### src/hw/rtl/mf_pkg.sv
// Shared types and constants for the 3x3 median filter.
package mf_pkg;

    // Configuration register map.
    localparam int CFG_IDX_W  = 1;
    localparam int CFG_DATA_W = 13;
    localparam int ROWS_CFG_W = 13;
    localparam int COLS_CFG_W = 11;

    localparam logic [CFG_IDX_W-1:0] CFG_FRAME_ROWS = CFG_IDX_W'(0);
    localparam logic [CFG_IDX_W-1:0] CFG_FRAME_COLS = CFG_IDX_W'(1);

    // Grid size after reset, before clamping to the build limits.
    localparam int ROWS_RESET = 4096;
    localparam int COLS_RESET = 1024;

    // Smallest grid side that gets filtered; smaller grids pass through.
    localparam int MIN_DIM = 3;

    // Cells in the 3x3 window.
    localparam int WIN_CELLS = 9;

    // Result slots of one item, in emission order.
    localparam int SLOT_A = 0;
    localparam int SLOT_B = 1;
    localparam int SLOT_C = 2;
    localparam int SLOTS  = 3;

    // Per-item control that travels down the pipeline.
    // slot A: raw pixel, raw left border of the previous row, or a median.
    // slot B: raw right border of the previous row.
    // slot C: raw pixel of the last row.
    typedef struct packed {
        logic [SLOTS-1:0] slot;
        logic             a_prev;
        logic             a_med;
        logic             eof_a;
        logic             eof_c;
        logic             pass_all;
    } mf_flags_t;

endpackage

### src/hw/rtl/mf_if.sv


interface mf_res_if #(
    parameter int ROW_W = 12,
    parameter int COL_W = 10,
    parameter int SW    = 16
);
    logic             valid;
    logic             ready;
    logic [ROW_W-1:0] out_row;
    logic [COL_W-1:0] out_col;
    logic [SW-1:0]    out_value;
    logic             last_of_step;
    logic             end_of_frame;

    modport source (
        output valid, output out_row, output out_col, output out_value,
        output last_of_step, output end_of_frame, input ready
    );
    modport sink (
        input valid, input out_row, input out_col, input out_value,
        input last_of_step, input end_of_frame, output ready
    );
endinterface

### src/hw/rtl/mf_emit.sv
// Output stage that hands out the up to three results of one item, one per cycle while the results side is ready.
module mf_emit import mf_pkg::*; #(
    parameter int ROW_W = 12,
    parameter int COL_W = 10,
    parameter int SW    = 16
) (
    input  logic             clk,
    input  logic             rst_n,
    input  logic             in_valid,
    output logic             in_ready,
    input  mf_flags_t        flags,
    input  logic [ROW_W-1:0] row,
    input  logic [COL_W-1:0] col,
    input  logic [SW-1:0]    pix,
    input  logic [SW-1:0]    mid,
    input  logic [SW-1:0]    med,
    mf_res_if.source         res
);

    logic [SLOTS-1:0] pend_reg, pend_next;
    mf_flags_t        fl_reg;
    logic [ROW_W-1:0] row_reg;
    logic [COL_W-1:0] col_reg;
    logic [SW-1:0]    pix_reg, mid_reg, med_reg;
    logic             one_left;
    logic             load;

    // Exactly one result left means the one on show is the last of its item.
    assign one_left = (pend_reg != '0)
                   && ((pend_reg & (pend_reg - SLOTS'(1))) == '0);
    assign in_ready = (pend_reg == '0) || (one_left && res.ready);
    assign load     = in_valid && in_ready;

    always_comb
    begin
        pend_next = pend_reg;
        if (load)
        begin
            pend_next = flags.slot;
        end
        else if (res.valid && res.ready)
        begin
            pend_next = pend_reg & (pend_reg - SLOTS'(1));
        end
    end

    always_ff @(posedge clk or negedge rst_n)
    begin
        if (!rst_n)
        begin
            pend_reg <= '0;
        end
        else
        begin
            pend_reg <= pend_next;
        end
    end

    always_ff @(posedge clk)
    begin
        if (load)
        begin
            fl_reg  <= flags;
            row_reg <= row;
            col_reg <= col;
            pix_reg <= pix;
            mid_reg <= mid;
            med_reg <= med;
        end
    end

    always_comb
    begin
        res.valid        = pend_reg != '0;
        res.last_of_step = one_left;
        if (pend_reg[SLOT_A])
        begin
            res.out_row      = fl_reg.a_prev ? row_reg - ROW_W'(1) : row_reg;
            res.out_col      = fl_reg.a_med ? col_reg - COL_W'(1) : col_reg;
            res.out_value    = fl_reg.a_med ? med_reg : (fl_reg.a_prev ? mid_reg : pix_reg);
            res.end_of_frame = fl_reg.eof_a;
        end
        else if (pend_reg[SLOT_B])
        begin
            res.out_row      = row_reg - ROW_W'(1);
            res.out_col      = col_reg;
            res.out_value    = mid_reg;
            res.end_of_frame = 1'b0;
        end
        else
        begin
            res.out_row      = row_reg;
            res.out_col      = col_reg;
            res.out_value    = pix_reg;
            res.end_of_frame = fl_reg.eof_c;
        end
    end

endmodule

### src/flat_wrapper.sv
// flat-port wrapper written by rule: the top's interface ports become plain ports
module mf_emit_flat import mf_pkg::*;
#(
    parameter int ROW_W = 12,
    parameter int COL_W = 10,
    parameter int SW    = 16
)
  (clk, rst_n, in_valid, in_ready, flags, row, col, pix, mid, med, res_valid, res_out_row, res_out_col, res_out_value, res_last_of_step, res_end_of_frame, res_ready);
  mf_res_if #(.ROW_W(ROW_W), .COL_W(COL_W), .SW(SW)) res_i ();
  input  logic clk;
  input  logic rst_n;
  input  logic in_valid;
  output logic in_ready;
  input  mf_flags_t flags;
  input  logic [ROW_W-1:0] row;
  input  logic [COL_W-1:0] col;
  input  logic [SW-1:0] pix;
  input  logic [SW-1:0] mid;
  input  logic [SW-1:0] med;
  output wire logic [$bits(res_i.valid)-1:0] res_valid;
  output wire logic [$bits(res_i.out_row)-1:0] res_out_row;
  output wire logic [$bits(res_i.out_col)-1:0] res_out_col;
  output wire logic [$bits(res_i.out_value)-1:0] res_out_value;
  output wire logic [$bits(res_i.last_of_step)-1:0] res_last_of_step;
  output wire logic [$bits(res_i.end_of_frame)-1:0] res_end_of_frame;
  input wire logic [$bits(res_i.ready)-1:0] res_ready;
  assign res_valid = res_i.valid;
  assign res_out_row = res_i.out_row;
  assign res_out_col = res_i.out_col;
  assign res_out_value = res_i.out_value;
  assign res_last_of_step = res_i.last_of_step;
  assign res_end_of_frame = res_i.end_of_frame;
  assign res_i.ready = res_ready;
  mf_emit #(.ROW_W(ROW_W), .COL_W(COL_W), .SW(SW)) u_core (.clk(clk), .rst_n(rst_n), .in_valid(in_valid), .in_ready(in_ready), .flags(flags), .row(row), .col(col), .pix(pix), .mid(mid), .med(med), .res(res_i));
endmodule
### config.mk
export PLATFORM = sky130hd
export DESIGN_NAME = mf_emit_flat
export DESIGN_NICKNAME = d
export VERILOG_FILES = /design/src/hw/rtl/mf_pkg.sv /design/src/hw/rtl/mf_if.sv /design/src/hw/rtl/mf_emit.sv /design/src/flat_wrapper.sv
export SDC_FILE = /design/constraint.sdc
export NUM_CORES = 1
export LEC_CHECK = 0
export BUFFER_PORTS_ARGS = -buffer_cell sky130_fd_sc_hd__buf_2
export CORE_AREA = 2 2 85 87
export CTS_CLUSTER_DIAMETER = 30
export DETAILED_ROUTE_END_ITERATION = 8
export DIE_AREA = 0 0 87 89
export GPL_ROUTABILITY_DRIVEN = 1
export HOLD_SLACK_MARGIN = 0.03
export PLACE_DENSITY = 0.92
export SLEW_MARGIN = 10
export SYNTH_ARGS = -nofsm -noshare
export SYNTH_HDL_FRONTEND = slang
export SYNTH_SLANG_ARGS = --single-unit
### constraint.sdc
create_clock -name clk -period 9.4 [get_ports clk]
set_input_delay 0.94 -clock clk [delete_from_list [all_inputs] [get_ports clk]]
set_output_delay 0.94 -clock clk [all_outputs]
set_load 0.02 [all_outputs]
==> results by stage <==
Route:
- The first routing iteration left 117 violations.
- The wire length per cell is 15.2 um.
- The detailed-route via count is 2506.
- The count of unresolved DRC violations after routing is 0.
- Once detail routing completed, the nets flagged for antenna violations numbered 0.
- The number of detailed-routing iterations run before antenna repair is 4.
- Wires add up to 7290 um.
- Using the TritonRoute via totals, the vias-per-cell ratio works out to 5.23.

Worst setup path:
- The largest fanout on the critical path is 17.
- The critical path startpoint category is a flip-flop.
- Walking the worst path, the cells encountered are mux2i_4 > nand4bb_4 > nor4_2 > xor2_1 > buf_2.
- The most critical setup path has its startpoint at u_core.fl_reg[4].
- Following the worst setup path forward leads to its endpoint at res_out_row[8].
- The worst register-to-register path has a depth of 5.
- In this run the register-to-register setup slack is 6.94 ns.
- On the worst path, the slowest cell contributes a delay of 1.06 ns.
- Data arrives at the worst endpoint at 2.65 ns.
- The critical-path cell with the highest stage delay is edfxtp_1.
- The worst flop-to-flop path endpoint is u_core.fl_reg[3].
- The startpoint identified for the worst register-to-register timing path is u_core.pend_reg[0].
- The critical path in this run is classified as reg2out.
- The required arrival time at the worst endpoint is 8.46 ns.
- The worst setup path is captured at an output port.
- The logic depth of the worst path, buffers included is 5.
- The combined buffer and inverter count along the critical path is 1.
- The kind of cell with the highest combined delay on the critical path is flip-flops.

Timing:
- The shortest clock period the worst path allows after layout is 3.59 ns.
- Based on the critical path, the design can be clocked at up to 0.278 GHz.
- The final count of hold timing violations is 0.
- Across all setup checks in the final design, the least slack found is 5.81 ns.
- The setup clock skew after layout is 0.0105 ns.
- Setup repair after global routing left no endpoint under its margin.
- The count of final setup violators is 0.
- The transition time at the pin with the least slew margin is 1.07 ns.
- After routing, the total negative slack on setup checks comes to 0 ns.
- Of the available clock period, the critical path in the final layout requires 0.382.
- Measured against its own limit, the worst slew margin works out to 0.284.
- The total count of max-transition violations in the final report is 0.

Placement:
- After detailed placement, the total cell area comes to 4230 sq um.
- The number of buffers added on ports is 122.
- At the placement stage, the worst setup path has a slack of 6.13 ns.
- The placed cell count is 463.
- The routability congestion estimate is 0.826.
- The total half-perimeter wirelength after legalization and detailed placement is 5100 um.

Layout:
- Compared with the post-synthesis result, the final layout area differs by 24.3%.
- After the flow finishes, the layout carries non-filler instances totaling 479.
- For this run, the post-layout net count is 478.
- In the final layout, the share of cells above drive strength 1 is 0.368.
- The post-route cell area is 4420 sq um.
- The final antenna diode count is 0.

Clock tree:
- Clock-pin slew was measured on the worst setup and hold paths at 0.07 ns.
- The number of buffers inserted by post-CTS setup repair is 0.
- The maximum number of buffers from clock root to sink is 2.
- TritonCTS built the clock tree.
- The clock tree root buffer cell is clkbuf_8.
- The post-cts resize count is 0.
- After clock tree synthesis, the flow added hold-fix buffers numbering 0.
- Clock latency on the worst-skew pair, taken at its later pin, is 0.34 ns.
- The total clock sinks is 77.
- The H-tree was split into 3 levels.
- The number of buffers added by the clock tree synthesis step is 9.

Global route:
- The number of global-route vias before repair came to 2451.
- The pin count of the biggest net entering global routing is 75.
- The total overflow left after global routing is 0.
- The first global-routing pass estimated 10900 um of wire.
- The number of antenna violations at the first check in global routing is 0.
- The aggregate global-route resource usage is 0.188.

Yosys:
- The Yosys step of the flow raised 0 warnings.
- The post-synthesis sequential area ratio is 0.645.
- The fraction of post-synthesis cell area in the top cell type by area is 0.624.
- The cell area that synthesis handed to floorplanning was 3560 sq um.
- When the netlist entered floorplanning its net count stood at 356.
- The cell accounting for the most synthesized area is edfxtp_1.
- The flop and latch count out of synthesis is 77.
- The post-synthesis cell count is 272.
- The number of enable flip-flop cells after synthesis is 74.
- Sorting the synthesized cells by area gives the leading types as edfxtp_1 (62%), mux2i_1 (9.0%), o21ai_0 (4.9%).
- The per-instance average area after synthesis is 13.1 sq um.
- Among all flip-flop cells after synthesis, the most frequent one is edfxtp_1.
- The fraction of synthesis flops using an asynchronous set or reset pin is 0.0390.
- The distinct cell type count of the synthesized netlist is 37.

Power and ir drop:
- The worst-case IR drop observed on VDD is 0.135 mV.
- The power density normalized to cell area is 256 nW/um^2.
- The analysis attributes to cell leakage a power of 0.00183 uW.
- After layout, the design draws a total of 1130 uW.

Floorplanning:
- The core region is 6720 sq um.
- In this run the count of I/O pins placed on the die edge is 124.
- For this configuration, the core starts out at a cell density of 0.530.
- The die width is 87 um.
- The die is 89 um tall.
- The total die area is 7740 sq um.
- The initialized floorplan defines 30 standard-cell rows.

Status:
- The flow ran to the end, and the final reports show no timing, DRC or antenna violations.

Hold path:
- The classification of the worst-slack hold path is in2async.

Run:
- Max-cap violations in this run came to 0.
## cell usage after synthesis (2+ instances only)
master     n
a21oi_1    2
buf_1      2
nor3_1     2
xnor2_1   10
mux2i_1   32
buf_2      3
nor4_1     3
ha_1       2
inv_1      5
nor2_1    10
nand3_1    3
clkbuf_1   7
o21ai_0   35
edfxtp_1  74
nand2_1   44
dfrtp_1    3
nand2b_1   5
xor2_1     9
o31ai_1    2
o211ai_1   2
## how the worst min path moves through the flow
stage	startpoint	end	cells past startpoint
floorplan	u_core.pend_reg[0]	u_core.pend_reg[0]	3
global placement	u_core.pend_reg[2]	u_core.pend_reg[2]	2
detailed placement	rst_n	u_core.pend_reg[2]	1
CTS	rst_n	u_core.pend_reg[1]	1
global route	rst_n	u_core.pend_reg[2]	1
finish	rst_n	u_core.pend_reg[1]	1
## where the power goes
group / internal, uW / switching (uW) / total (uW)
clock: 123 / 121 / 245
sequential: 462 / 50.6 / 513
combinational: 137 / 236 / 373
## through the flow
step | hold WS (ns) | util
CTS | 0.371 | 0.658
floorplan | 0.598 | -
global placement | 0.717 | 0.629
global route | 0.371 | 0.658
detailed placement | 0.744 | 0.629
finish | 0.388 | 0.658
## cell usage in the layout (no fill, tap or decap), drive strengths merged, types with 4 or more instances in the layout
master / synthesis / routed
inv: 5 / 6
clkinv: 0 / 4
xnor2: 10 / 10
o21ai: 35 / 35
buf: 7 / 125
mux2i: 33 / 33
nand2b: 5 / 5
xor2: 9 / 9
nor2: 10 / 10
clkbuf: 7 / 9
nand2: 44 / 44
nor4: 5 / 5
edfxtp: 74 / 74
## final cells by class
class	count	area, sq um
sequential	77	2300
fill	505	2290
multi-input combinational	176	1180
timing repair buffer	125	633
clock buffer	9	124
tap	80	100
clock inverter	7	73.8
inverter	5	18.8
## logic make-up (layout without fill, tap and decap cells)
logic type,Yosys count,count (layout),share of synthesized area
AOI/OAI and AO/OA,45,45,0.0689
xor gates and xnor gates,19,19,0.0467
adders and majority gates,3,3,0.00984
buffers and inverters,19,146,0.0243
DFF,77,77,0.645
muxes,33,33,0.0963
and+or+nand+nor,76,76,0.109
## routing by layer
layer / global-route usage / vias to the layer above / routed length, um
met3: 0.0452 / 15 / 288
met1: 0.204 / 1181 / 2890
met2: 0.350 / 73 / 3970
met4: 0.0824 / 0 / 142
li1: - / 1237 / -
met5: 0 / - / 0
(Power assumes the default switching activity.)
