<file path="src/hw/rtl/mf_pkg.sv">
// Shared types and constants for the 3x3 median filter.
package mf_pkg;

    // Configuration register map.
    localparam int CFG_IDX_W  = 1;
    localparam int CFG_DATA_W = 13;
    localparam int ROWS_CFG_W = 13;
    localparam int COLS_CFG_W = 11;

    localparam logic [CFG_IDX_W-1:0] CFG_FRAME_ROWS = CFG_IDX_W'(0);
    localparam logic [CFG_IDX_W-1:0] CFG_FRAME_COLS = CFG_IDX_W'(1);

    // Grid size after reset, before clamping to the build limits.
    localparam int ROWS_RESET = 4096;
    localparam int COLS_RESET = 1024;

    // Smallest grid side that gets filtered; smaller grids pass through.
    localparam int MIN_DIM = 3;

    // Cells in the 3x3 window.
    localparam int WIN_CELLS = 9;

    // Result slots of one item, in emission order.
    localparam int SLOT_A = 0;
    localparam int SLOT_B = 1;
    localparam int SLOT_C = 2;
    localparam int SLOTS  = 3;

    // Per-item control that travels down the pipeline.
    // slot A: raw pixel, raw left border of the previous row, or a median.
    // slot B: raw right border of the previous row.
    // slot C: raw pixel of the last row.
    typedef struct packed {
        logic [SLOTS-1:0] slot;
        logic             a_prev;
        logic             a_med;
        logic             eof_a;
        logic             eof_c;
        logic             pass_all;
    } mf_flags_t;

endpackage

</file>
<file path="src/hw/rtl/mf_median.sv">
// Three-stage pipelined median of nine values with a sideband that travels alongside.
module mf_median import mf_pkg::*; #(
    parameter int SW     = 16,
    parameter int SIDE_W = 8
) (
    input  logic              clk,
    input  logic              rst_n,
    input  logic              in_valid,
    output logic              in_ready,
    input  logic [SW-1:0]     win [WIN_CELLS],
    input  logic [SIDE_W-1:0] side_in,
    output logic              out_valid,
    input  logic              out_ready,
    output logic [SW-1:0]     med,
    output logic [SIDE_W-1:0] side_out
);

    // Sorts three values; result is {high, middle, low}.
    function automatic logic [3*SW-1:0] sort3(input logic [SW-1:0] a,
                                               input logic [SW-1:0] b,
                                               input logic [SW-1:0] c);
        logic [SW-1:0] l1, h1, l2, h2, lo, mi;
        l1 = (a < b) ? a : b;
        h1 = (a < b) ? b : a;
        l2 = (h1 < c) ? h1 : c;
        h2 = (h1 < c) ? c : h1;
        lo = (l1 < l2) ? l1 : l2;
        mi = (l1 < l2) ? l2 : l1;
        return {h2, mi, lo};
    endfunction

    logic              v1_reg, v2_reg, v3_reg;
    logic              rdy1, rdy2, rdy3;
    logic [SW-1:0]     lo_reg [3];
    logic [SW-1:0]     mi_reg [3];
    logic [SW-1:0]     hi_reg [3];
    logic [SW-1:0]     mx_reg, md_reg, mn_reg, med_reg;
    logic [SIDE_W-1:0] side1_reg, side2_reg, side3_reg;
    logic [3*SW-1:0]   row_sort [3];
    logic [3*SW-1:0]   lo_sort, mi_sort, hi_sort, fin_sort;

    assign rdy3     = !v3_reg || out_ready;
    assign rdy2     = !v2_reg || rdy3;
    assign rdy1     = !v1_reg || rdy2;
    assign in_ready = rdy1;

    always_comb
    begin
        for (int k = 0; k < 3; k++)
        begin
            row_sort[k] = sort3(win[3*k], win[3*k+1], win[3*k+2]);
        end
    end

    // The median of nine is the middle of the largest row minimum, the middle
    // row median and the smallest row maximum.
    assign lo_sort  = sort3(lo_reg[0], lo_reg[1], lo_reg[2]);
    assign mi_sort  = sort3(mi_reg[0], mi_reg[1], mi_reg[2]);
    assign hi_sort  = sort3(hi_reg[0], hi_reg[1], hi_reg[2]);
    assign fin_sort = sort3(mx_reg, md_reg, mn_reg);

    always_ff @(posedge clk or negedge rst_n)
    begin
        if (!rst_n)
        begin
            v1_reg <= 1'b0;
            v2_reg <= 1'b0;
            v3_reg <= 1'b0;
        end
        else
        begin
            if (rdy1)
            begin
                v1_reg <= in_valid;
            end
            if (rdy2)
            begin
                v2_reg <= v1_reg;
            end
            if (rdy3)
            begin
                v3_reg <= v2_reg;
            end
        end
    end

    always_ff @(posedge clk)
    begin
        if (rdy1)
        begin
            for (int k = 0; k < 3; k++)
            begin
                lo_reg[k] <= row_sort[k][SW-1:0];
                mi_reg[k] <= row_sort[k][2*SW-1:SW];
                hi_reg[k] <= row_sort[k][3*SW-1:2*SW];
            end
            side1_reg <= side_in;
        end
        if (rdy2)
        begin
            mx_reg    <= lo_sort[3*SW-1:2*SW];
            md_reg    <= mi_sort[2*SW-1:SW];
            mn_reg    <= hi_sort[SW-1:0];
            side2_reg <= side1_reg;
        end
        if (rdy3)
        begin
            med_reg   <= fin_sort[2*SW-1:SW];
            side3_reg <= side2_reg;
        end
    end

    assign out_valid = v3_reg;
    assign med       = med_reg;
    assign side_out  = side3_reg;

endmodule

</file>
<file path="config.mk">
export PLATFORM = sky130hd
export DESIGN_NAME = mf_median
export DESIGN_NICKNAME = d
export VERILOG_FILES = /design/src/hw/rtl/mf_pkg.sv /design/src/hw/rtl/mf_median.sv
export SDC_FILE = /design/constraint.sdc
export NUM_CORES = 1
export LEC_CHECK = 0
export ABC_AREA = 1
export BUFFER_PORTS_ARGS = -buffer_cell sky130_fd_sc_hd__buf_4
export CAP_MARGIN = 20
export CORE_MARGIN = 2
export CORE_UTILIZATION = 40
export CTS_BUF_LIST = sky130_fd_sc_hd__clkbuf_8
export DETAILED_ROUTE_END_ITERATION = 10
export PLACE_DENSITY = 0.64
export SYNTH_ARGS = -nofsm -noshare
export SYNTH_HDL_FRONTEND = slang
export SYNTH_SLANG_ARGS = --single-unit
</file>
<file path="constraint.sdc">
create_clock -name clk -period 9.6 [get_ports clk]
set_clock_uncertainty 0.2 [all_clocks]
set_input_delay 1.92 -clock clk [delete_from_list [all_inputs] [get_ports clk]]
set_output_delay 1.92 -clock clk [all_outputs]
set_load 0.005 [all_outputs]
</file>
==> impl_metrics.json, run 1 <==
{
  "status": "finished, final reports clean",
  "rsz0062_at_grt": "no",
  "hold_buffers": 0,
  "netlist_area_sq_um": 20700,
  "yosysSeqAreaShare": 0.340,
  "synth-xor-area-share": 0,
  "max_clock_freq_ghz": 0.124,
  "synth_nets": 3250,
  "totalWireLength_microns": 59300,
  "grt_pass1_vias": 17918,
  "drv_slew": 0,
  "instances_no_fill": 3632,
  "max_slew_margin": 0.363,
  "cts_resized": 0,
  "ys_ff_latch": 235,
  "synthAdderAreaFrac": 0.181,
  "grt_pass1_wl_microns": 93200,
  "dr.first_iter.drc_count": 1250,
  "hold_violations": 0,
  "dp_hpwl_microns": 49200,
  "cts_max_level": 2,
  "min_path_type": "reg2reg",
  "port-buffer-count": 181,
  "crit_type": "in2reg",
  "nets": 3378,
  "setup_tns_ps": 0,
  "clock-root-buffer": "clkbuf_8",
  "firstDrtPassIters": 6,
  "place.gp.congestion": 0.918,
  "synthDistinctLibCells": 33,
  "synth_top_family_by_area": "simple AND/OR/NAND/NOR gates",
  "drive_gt1_frac": 0.0993,
  "num_io_pins": 182,
  "die_h_microns": 231,
  "drc_errors": 0,
  "synthCells": 2794,
  "cpMaxStageDelayCell": "o21ai_0",
  "cp-start-kind": "input pin",
  "syn_to_final_growth_pct": 12.5,
  "dp.cells": 3557,
  "yosys.area.top_type": "edfxtp_1",
  "cts_buffers": 43,
  "synthSimpleGateAreaFrac": 0.247,
  "design.core.area_sq_um": 51200,
  "tightest_slew_ps": 952,
  "fin_ws_ps": 1530,
  "crit_arrival_ps": 8200,
  "fin_crit_sh": 0.840,
  "synth_edf_count": 232,
  "synth_common_cells": "nand2_1 (824), inv_1 (396), ha_1 (300)",
  "wl_met3_microns": 3130,
  "clkSlewWorstSetupHoldPaths_ps": 50,
  "synth_compound_area_frac": 0.136,
  "finalCriticalPeriod_ps": 8070,
  "fp.dieArea_sq_um": 53600,
  "route.met2.wl_microns": 27200,
  "synthMuxAreaShare": 0,
  "ant_nets": 0,
  "vias": 18807,
  "grt_max_degree": 65,
  "slowest_delay_ps": 610,
  "worstPathMaxFanout": 63,
  "antenna_found_initial": 3,
  "synth_top_flop_cell": "edfxtp_1",
  "cap_violations": 0,
  "synth.area.top_cells": "edfxtp_1 (34%), ha_1 (18%), nand2_1 (15%)",
  "async_reset_ff_frac": 0.0128,
  "synth_top_area_share": 0.337,
  "drt-wirelength-per-cell_microns": 16.3,
  "drt-met1-wl_microns": 26400,
  "rows": 83,
  "die_w_microns": 231,
  "postCtsSetupBuffers": 0,
  "yosysWarnings": 0,
  "final-setup-viol-count": 0,
  "crit_path_end_kind": "flop",
  "crit_top_cell": "nand2_1",
  "place_ws_ps": 1060,
  "insertion_delay_ps": 600,
  "cts_tree": "built",
  "top_layer_used": "met5",
  "syn_area_per_cell_sq_um": 7.41,
  "gr-total-overflow": 0,
  "grtUsageTotal": 0.221,
  "yosysMostFrequentCell": "nand2_1",
  "cp_data_required_time_ps": 9730,
  "vias_per_cell": 5.18,
  "cts_sinks": 235,
  "hold_ws_ps": 217,
  "start_util": 0.404,
  "cts.path.max_buffers": 3
}
[layout make-up]
cell class | count | area, sq um
flip-flops and latches | 235 | 7040
diodes | 2 | 5.00
multi-input cells | 2059 | 11700
clock inverters | 29 | 208
clock buffers | 44 | 606
repair buffers | 187 | 1400
inverters | 396 | 1490
well taps | 680 | 851
fillers | 5091 | 27900
[critical path: cells and delay by family]
family          cells  cell delay (ps)
fa+ha+maj           3              870
buf+inv             5              690
simple gates       11             2550
compound gates      9             2130
[kinds of logic after synthesis]
| group | Yosys count |
|---|---|
| flip-flops | 235 |
| AND/OR/NAND/NOR | 1233 |
| adder cells (fa/ha/maj) | 300 |
| AO/OA/AOI/OAI | 526 |
| buffers and inverters | 500 |
[cells in the final DEF, fill, tap and decap left out, drive strengths merged, types with 2 or more instances in the layout]
cell     synthesis  layout
o21bai           2       2
nor3            19      19
nand4           20      20
a31oi            3       3
o21ai          277     277
dfrtp            3       3
and2             6       6
a2111oi          2       2
a211oi          24      24
diode            0       2
a21oi          197     197
clkinv           0      14
edfxtp         232     232
o221a           11      11
nand3          180     180
clkbuf          67      44
buf             37     187
nor2           149     149
nand2          858     858
ha             300     300
bufinv           0       3
o21a             7       7
inv            396     407
[per-stage QoR]
stage          area (sq um)  utilization
2_1_floorplan         20700            -
3_3_place_gp          22500        0.439
3_5_place_dp          22500        0.439
4_1_cts               23300        0.455
5_1_grt               23300        0.455
6_report              23300        0.455
[final timing paths]
kind,start,to,slack [ps],cells past startpoint
max reg2reg,hi_reg[0][23]$_DFFE_PP_,mn_reg[7]$_DFFE_PP_,3740,27
max in group asynchronous,rst_n,out_valid$_DFFE_PN0P_,8180,1
max,win[75],mi_reg[0][22]$_DFFE_PP_,1530,28
min,side1_reg[6]$_DFFE_PP_,side2_reg[6]$_DFFE_PP_,220,0
min reg2reg,side1_reg[6]$_DFFE_PP_,side2_reg[6]$_DFFE_PP_,220,0
min in group asynchronous,rst_n,v2_reg$_DFFE_PN0P_,930,1
[metal layers]
layer  global-route usage  vias to the layer above
li1                     -                     9569
met1                0.286                     8599
met2                0.366                      525
met3               0.0309                      112
met4               0.0990                        2
met5                    0                        -
Power of run 1 is left out: the tool's default activity adds up to more than one toggle a clock period on the data nets, which glitch-free logic cannot reach.
==> run 2: changes to the inputs <==
==> constraint.sdc (replaced) <==
create_clock -name clk -period 8.4 [get_ports clk]
set_clock_uncertainty 0.2 [all_clocks]
set_input_delay 1.68 -clock clk [delete_from_list [all_inputs] [get_ports clk]]
set_output_delay 1.68 -clock clk [all_outputs]
set_load 0.005 [all_outputs]
==> run 2 against run 1 <==
Effect of this change:
- worst hold slack got worse by 2.9 ps
- first-iteration DRC count rose by 17%
- design area rose by 0.41%
- critical endpoint is now mi_reg[0][8]$_DFFE_PP_
- utilization rose by 0.19 points
- register-to-register slack got worse by 1500 ps
==> impl_metrics.json, run 2 (synthesized netlist as in run 1, its figures left out) <==
{
  "totalWireLength_microns": 59200,
  "grt_pass1_vias": 17840,
  "cts.path.max_buffers": 3,
  "drv_slew": 0,
  "nets": 3386,
  "rows": 83,
  "worstPathMaxFanout": 44,
  "mostFrequentLayoutCell": "nand2_1",
  "design.core.area_sq_um": 51200,
  "die_h_microns": 231,
  "postCtsSetupBuffers": 0,
  "drive_gt1_frac": 0.103,
  "crit_type": "in2reg",
  "status": "finished, final reports clean",
  "insertion_delay_ps": 640,
  "dr.first_iter.drc_count": 1466,
  "cp_data_required_time_ps": 8560,
  "crit_path_end_kind": "flop",
  "hold_violations": 0,
  "hold_start": "side2_reg[5]$_DFFE_PP_",
  "grt_pass1_wl_microns": 92200,
  "grt_max_degree": 141,
  "start_util": 0.404,
  "cpMaxStageDelayCell": "o21ai_0",
  "setup_tns_ps": 0,
  "hold_buffers": 0,
  "fp.dieArea_sq_um": 53600,
  "die_w_microns": 231,
  "path_buf_inv": 3,
  "crit_top_cell": "nand2_1",
  "place.gp.congestion": 0.891,
  "rr_startpoint": "hi_reg[0][31]$_DFFE_PP_",
  "firstDrtPassIters": 6,
  "vias_per_cell": 5.13,
  "gr-total-overflow": 0,
  "antenna_found_initial": 1,
  "cts_sinks": 235,
  "tightest_slew_ps": 972,
  "fin_crit_sh": 0.849,
  "slowest_delay_ps": 700,
  "cap_violations": 0,
  "cp-startpoint": "win[127]",
  "dp_hpwl_microns": 49200,
  "grtUsageTotal": 0.220,
  "drt-wirelength-per-cell_microns": 16.3,
  "ant_nets": 0,
  "max_slew_margin": 0.350,
  "port-buffer-count": 181,
  "rsz0062_at_grt": "no",
  "clkSlewWorstSetupHoldPaths_ps": 60,
  "cts_buffers": 44,
  "final-setup-viol-count": 0,
  "num_io_pins": 182,
  "cts_max_level": 2,
  "crit_family": "simple AND/OR/NAND/NOR gates",
  "cts_tree": "built",
  "finalCriticalPeriod_ps": 7130,
  "cp-start-kind": "input pin",
  "final_cell_mix": "nand2_1 (823), inv_1 (408), ha_1 (300)",
  "crit_arrival_ps": 7290,
  "vias": 18706,
  "max_clock_freq_ghz": 0.140,
  "min_path_type": "reg2reg",
  "cts_resized": 0,
  "syn_to_final_growth_pct": 12.9,
  "drc_errors": 0,
  "clock-root-buffer": "clkbuf_8"
}
[run 2: worst paths after layout]
check,to,slack (ps),cells past startpoint
min in group asynchronous,v1_reg$_DFFE_PN0P_,680,1
min,side_out[5]$_DFFE_PP_,210,0
max in group asynchronous,out_valid$_DFFE_PN0P_,7220,1
max reg2reg,mn_reg[1]$_DFFE_PP_,2250,25
max,mi_reg[0][8]$_DFFE_PP_,1270,26
min reg2reg,side_out[5]$_DFFE_PP_,210,0
[run 2: layer usage]
metal / global-route usage / wire, microns / up-vias
li1: - / - / 9577
met1: 0.281 / 26100 / 8546
met2: 0.378 / 27900 / 494
met3: 0.0340 / 3230 / 89
met4: 0.0772 / 1980 / 0
met5: 0 / 0 / -
[run 2: layout make-up]
cell class	instances	area, sq um
clock buffers	46	633
fillers	5070	27800
well taps	680	851
inverters	396	1490
diodes	1	2.50
multi-input cells	2059	11700
repair buffers	194	1470
flip-flops and latches	235	7040
clock inverters	33	214
[run 2: through the flow]
step	cell area, sq um	hold slack [ps]	utilization	instances	worst slack (ps)
4_1_cts	23400	219	0.456	3643	1310
5_1_grt	23400	225	0.456	3643	771
3_5_place_dp	22500	206	0.440	3564	652
3_3_place_gp	22500	204	0.440	3564	754
6_report	23400	214	0.457	3644	1270
2_1_floorplan	20700	200	-	2794	852
Power of run 2 is left out for the same reason.
